==> config.mk <==
export PLATFORM = sky130hd
export DESIGN_NAME = bpc_mul
export DESIGN_NICKNAME = d
export VERILOG_FILES = /design/src/sv/bpc_pkg.sv /design/src/sv/bpc_mul.sv
export SDC_FILE = /design/constraint.sdc
export NUM_CORES = 2
export LEC_CHECK = 0
export BUFFER_PORTS_ARGS = -buffer_cell sky130_fd_sc_hd__buf_2
export CORE_UTILIZATION = 60
export CTS_CLUSTER_DIAMETER = 50
export CTS_CLUSTER_SIZE = 40
export DETAILED_ROUTE_END_ITERATION = 10
export GPL_TIMING_DRIVEN = 0
export PLACE_DENSITY = 0.81
export SYNTH_ARGS = -nofsm -noshare
export SYNTH_HDL_FRONTEND = slang
export SYNTH_SLANG_ARGS = --single-unit
export TNS_END_PERCENT = 5
==> constraint.sdc <==
create_clock -name clk -period 11.7 [get_ports clk]
set_clock_uncertainty 0.15 [all_clocks]
set_input_delay 3.51 -clock clk [delete_from_list [all_inputs] [get_ports clk]]
set_output_delay 3.51 -clock clk [all_outputs]
set_load 0.005 [all_outputs]
==> src/sv/bpc_pkg.sv <==
// Shared types, constants and helpers of the balance PID controller.
package bpc_pkg;

	typedef struct packed {
		logic signed [15:0] accel_z;
		logic signed [15:0] gyro_pitch;
		logic signed [15:0] gyro_roll;
		logic signed [15:0] wheel_speed;
		logic [2:0]         action;
	} in_word_t;

	typedef struct packed {
		logic signed [23:0] left_accel;
		logic signed [23:0] right_accel;
		logic               drive_positive;
		logic signed [15:0] tilt_estimate;
	} out_word_t;

	typedef enum logic [4:0] {
		ST_IDLE, ST_AZ, ST_AANG, ST_TGT, ST_INNER, ST_MIX0, ST_MIX1, ST_TILT,
		ST_ERR, ST_BP, ST_BD, ST_BI, ST_BAL, ST_TD, ST_TACC, ST_TURN, ST_DONE
	} state_t;

	// register indexes
	localparam logic [2:0] REG_BAL_KP  = 3'd0;
	localparam logic [2:0] REG_BAL_KI  = 3'd1;
	localparam logic [2:0] REG_BAL_KD  = 3'd2;
	localparam logic [2:0] REG_SPD_KP  = 3'd3;
	localparam logic [2:0] REG_TURN_KP = 3'd4;
	localparam logic [2:0] REG_TURN_KD = 3'd5;
	localparam logic [2:0] REG_BLEND   = 3'd6;
	localparam logic [2:0] REG_UPRIGHT = 3'd7;

	// motion commands
	localparam logic [2:0] ACT_FWD  = 3'd0;
	localparam logic [2:0] ACT_REV  = 3'd1;
	localparam logic [2:0] ACT_CW   = 3'd2;
	localparam logic [2:0] ACT_ACW  = 3'd3;
	localparam logic [2:0] ACT_STOP = 3'd4;
	localparam logic [2:0] ACT_NONE = 3'd5;

	localparam logic [31:0] BAL_KP_RST  = 32'd131072000;
	localparam logic [31:0] BAL_KI_RST  = 32'd327680;
	localparam logic [31:0] BAL_KD_RST  = 32'd4259840;
	localparam logic [31:0] SPD_KP_RST  = 32'd131;
	localparam logic [31:0] TURN_KP_RST = 32'd655360;
	localparam logic [31:0] TURN_KD_RST = 32'd524288;
	localparam logic [15:0] BLEND_RST   = 16'd64225;
	localparam logic [14:0] UPRIGHT_RST = 15'd82;

	localparam int MUL_W = 33;

	localparam logic signed [MUL_W-1:0] AZ_SCALE = 33'sd27109;
	localparam logic signed [MUL_W-1:0] DT_Q16   = 33'sd328;
	localparam logic signed [16:0] ACCEL_OFS = 17'sd147;
	localparam logic signed [16:0] SPIN_OFS  = 17'sd4;
	localparam logic signed [16:0] PITCH_OFS = 17'sd82;
	localparam logic signed [63:0] SPEED_OFS = 64'sd16;
	localparam logic signed [15:0] FWD_SPEED = -16'sd7168;
	localparam logic signed [15:0] REV_SPEED = 16'sd9216;
	localparam logic signed [24:0] QUARTER   = 25'sd6431;

	function automatic logic signed [15:0] sat16(input logic signed [63:0] v);
		if (v > 64'sd32767) begin
			return 16'sh7fff;
		end else if (v < -64'sd32768) begin
			return 16'sh8000;
		end
		return v[15:0];
	endfunction

	function automatic logic signed [23:0] sat24(input logic signed [63:0] v);
		if (v > 64'sd8388607) begin
			return 24'sh7fffff;
		end else if (v < -64'sd8388608) begin
			return 24'sh800000;
		end
		return v[23:0];
	endfunction

endpackage

==> src/sv/bpc_mul.sv <==
// Shared signed multiplier with registered product.
module bpc_mul (
	input  logic                                  clk,
	input  logic signed [bpc_pkg::MUL_W-1:0]      a,
	input  logic signed [bpc_pkg::MUL_W-1:0]      b,
	output logic signed [2*bpc_pkg::MUL_W-1:0]    p_q
);

	always_ff @(posedge clk) begin
		p_q <= a * b;
	end

endmodule

==> results.cfg <==
[status]
status = complete, no violations

[route]
vias_per_cell = 5.77
first_pass_iters = 6
route.detailed.drc = 0
wl_per_cell_um = 26.1
num_vias = 31000
drtIter0Drc = 2891
antenna_violating_nets_post_route = 0
routed_wl_mm = 140

[sta]
setup_violations = 0
setup_slack_ns = 0.154
tns_ns = 0
fmax_mhz = 86.6
hold_viol = 0
slew_headroom_pct = 29.2
timing.final.crit_share_pct = 98.7
tightest_slew_ns = 1.06
drv_slew = 0
fin_crit_ns = 11.55
rsz0062_at_grt = true

[synth]
ys_top_cells_by_area = fa_1 (56%), inv_1 (10%), and2_1 (8.6%), ha_1 (6.7%), nand2_1 (5.1%)
ys_seq_area_share_pct = 3.24
synth_seq_cells = 66
synth_top_area_share_pct = 56.3
synth_area_um2 = 40700
synth_ff_type = dfxtp_1
async_flop_share_pct = 0
synth.net_count = 5767
yosys_warnings = 0
synth.distinct_cells = 80
synth_edf_count = 0
synth_cells = 4338
synth_top_cell_by_area = fa_1
syn_area_per_cell_um2 = 9.39

[layout]
areaGrowthSynthToFinish_pct = 5.28
stdcell_count = 5374
drive_above_1_share_pct = 5.46
max_flop_register = p_q
nets = 5915
largest_reg_flops = 66
finalInstanceArea_um2 = 42900
reg_top3 = p_q (66)

[floorplan]
ioPinCount = 133
initial_core_util_pct = 60.7
fp.dieH_um = 263
core_um2 = 67200
die-area_um2 = 68900
die_width_um = 263
placementRows = 95

[place]
routabilityCongestion = 1.07
dp_hpwl_mm = 123
place_area_um2 = 42500
post-place-ws_ns = -1.13
io_buffer_count = 132
dpl.cell_count = 5343

[grt]
grt_usage_pct = 42.6
grt_overflow = 0
use_met2_pct = 63.7
grt_pass1_vias = 32900
use_met1_pct = 54.2
antenna_found_initial = 6
grt_max_degree = 27
grt_pass1_wl_mm = 211
grt-busiest-layer = met2
use_met3_pct = 12.2

[clocking]
numCtsBuffers = 9
cts_tree = built
cts.reportedPaths.clkPinSlew_ns = 0.07
cts-root-buf = clkbuf_16
cts_sinks = 66
htree_levels = 3
clk_path_buf_depth = 2
cts_hold_buf = 0

[min_path]
hold_depth = 2
worstHoldStart = a[0]
hold_end = p_q[0]$_DFF_P_
worstHoldPathType = input port to flop

[job]
drv_cap = 0

[setup_path]
path_max_fanout = 10
cp-end-kind = flop
path_class = input port to flop
cp_data_required_time_ns = 11.87
crit_path_start = a[6]
start_kind = input port
cp.arrival_ns = 11.71
[kinds of logic after synthesis]
logic type / Yosys count / synth area share, %
adder cells (fa/ha/maj): 1362 / 62.9
buffers and inverters: 1352 / 12.5
AND/OR/NAND/NOR: 1271 / 15.8
AO/OA/AOI/OAI: 219 / 4.07
XOR/XNOR: 68 / 1.46
flip-flops: 66 / 3.24
[cell usage after synthesis, drive strengths merged (12+ instances only)]
cell / number
inv: 1131
a21o: 38
o21ai: 33
dfxtp: 66
nand2b: 12
fa: 1145
xor2: 25
nor2: 68
ha: 217
a21oi: 61
nand3: 26
and2: 563
clkbuf: 208
nand2: 551
nand4: 12
xnor2: 43
buf: 13
[cell usage in the layout, fill, tap and decap left out, types with 6 or more instances in the layout]
cell type and instances:
fa_1 1143, inv_1 1131, and2_1 562, nand2_1 551, ha_1 217, clkbuf_1 168
buf_2 143, nor2_1 68, dfxtp_1 66, a21oi_1 57, xnor2_1 43, clkbuf_2 37
a21o_1 36, o21ai_0 25, nand3_1 25, xor2_1 25, nand2b_1 12, diode_2 11
o21bai_1 11, nand4_1 11, clkbuf_16 9, a31oi_1 8, buf_4 8, a211oi_1 7
o21a_1 6, o21ai_1 6, a211o_1 6, nor3_1 6
[stage by stage]
stage,hold WS (ns),utilization [%]
3_5_place_dp,3.73,63.3
3_3_place_gp,3.73,63.3
2_1_floorplan,3.49,-
4_1_cts,3.44,63.7
5_1_grt,3.46,63.8
6_report,3.45,63.9
[worst max path at each step]
stage	to	cells after the start	slack (ns)
final	p_q[53]$_DFF_P_	25	0.15
after global routing	p_q[58]$_DFF_P_	23	-0.04
after CTS	p_q[62]$_DFF_P_	24	-0.08
after detailed placement	p_q[64]$_DFF_P_	22	-1.13
after global placement	p_q[64]$_DFF_P_	22	-1.16
after floorplan	p_q[62]$_DFF_P_	23	0.80
[repair_timing]
item	4_1_cts	5_1_grt
setup buffers	0	8
endpoints found under the setup margin	15	15
resized for setup	7	74
pin swaps	0	2
[worst max-delay path: stages]
cell	delay, ns
buf_2	0.24
clkbuf_1	0.61
nand2_1	0.16
fa_1	0.52
inv_1	0.06
fa_1	0.50
inv_1	0.05
fa_1	0.54
inv_1	0.06
fa_1	0.58
fa_1	0.74
fa_1	0.50
fa_1	0.49
inv_1	0.05
fa_1	0.48
inv_1	0.04
ha_1	0.36
a21oi_1	0.32
a21o_1	0.16
nand2_1	0.12
a2111oi_0	0.32
a21oi_1	0.35
a2111o_1	0.55
a21oi_1	0.21
xnor2_1	0.14
[routing by layer]
| metal | vias up | part of all wire [%] |
|---|---|---|
| met5 | - | 0.019 |
| met4 | 4 | 8.6 |
| met3 | 559 | 13 |
| met2 | 1873 | 44 |
| met1 | 15900 | 35 |
| li1 | 12600 | - |
[area by class of cell]
type / instances / area [um^2]
sequential: 66 / 1320
buffer: 218 / 890
multi-input combinational: 2920 / 34300
clock inverter: 6 / 35.0
antenna: 11 / 27.5
inverter: 1131 / 4250
tap: 873 / 1090
clock buffer: 9 / 225
fill: 5622 / 24300
timing repair buffer: 140 / 721
Power is left out: the tool's default activity adds up to more than one toggle a clock period on the data nets, which glitch-free logic cannot reach.
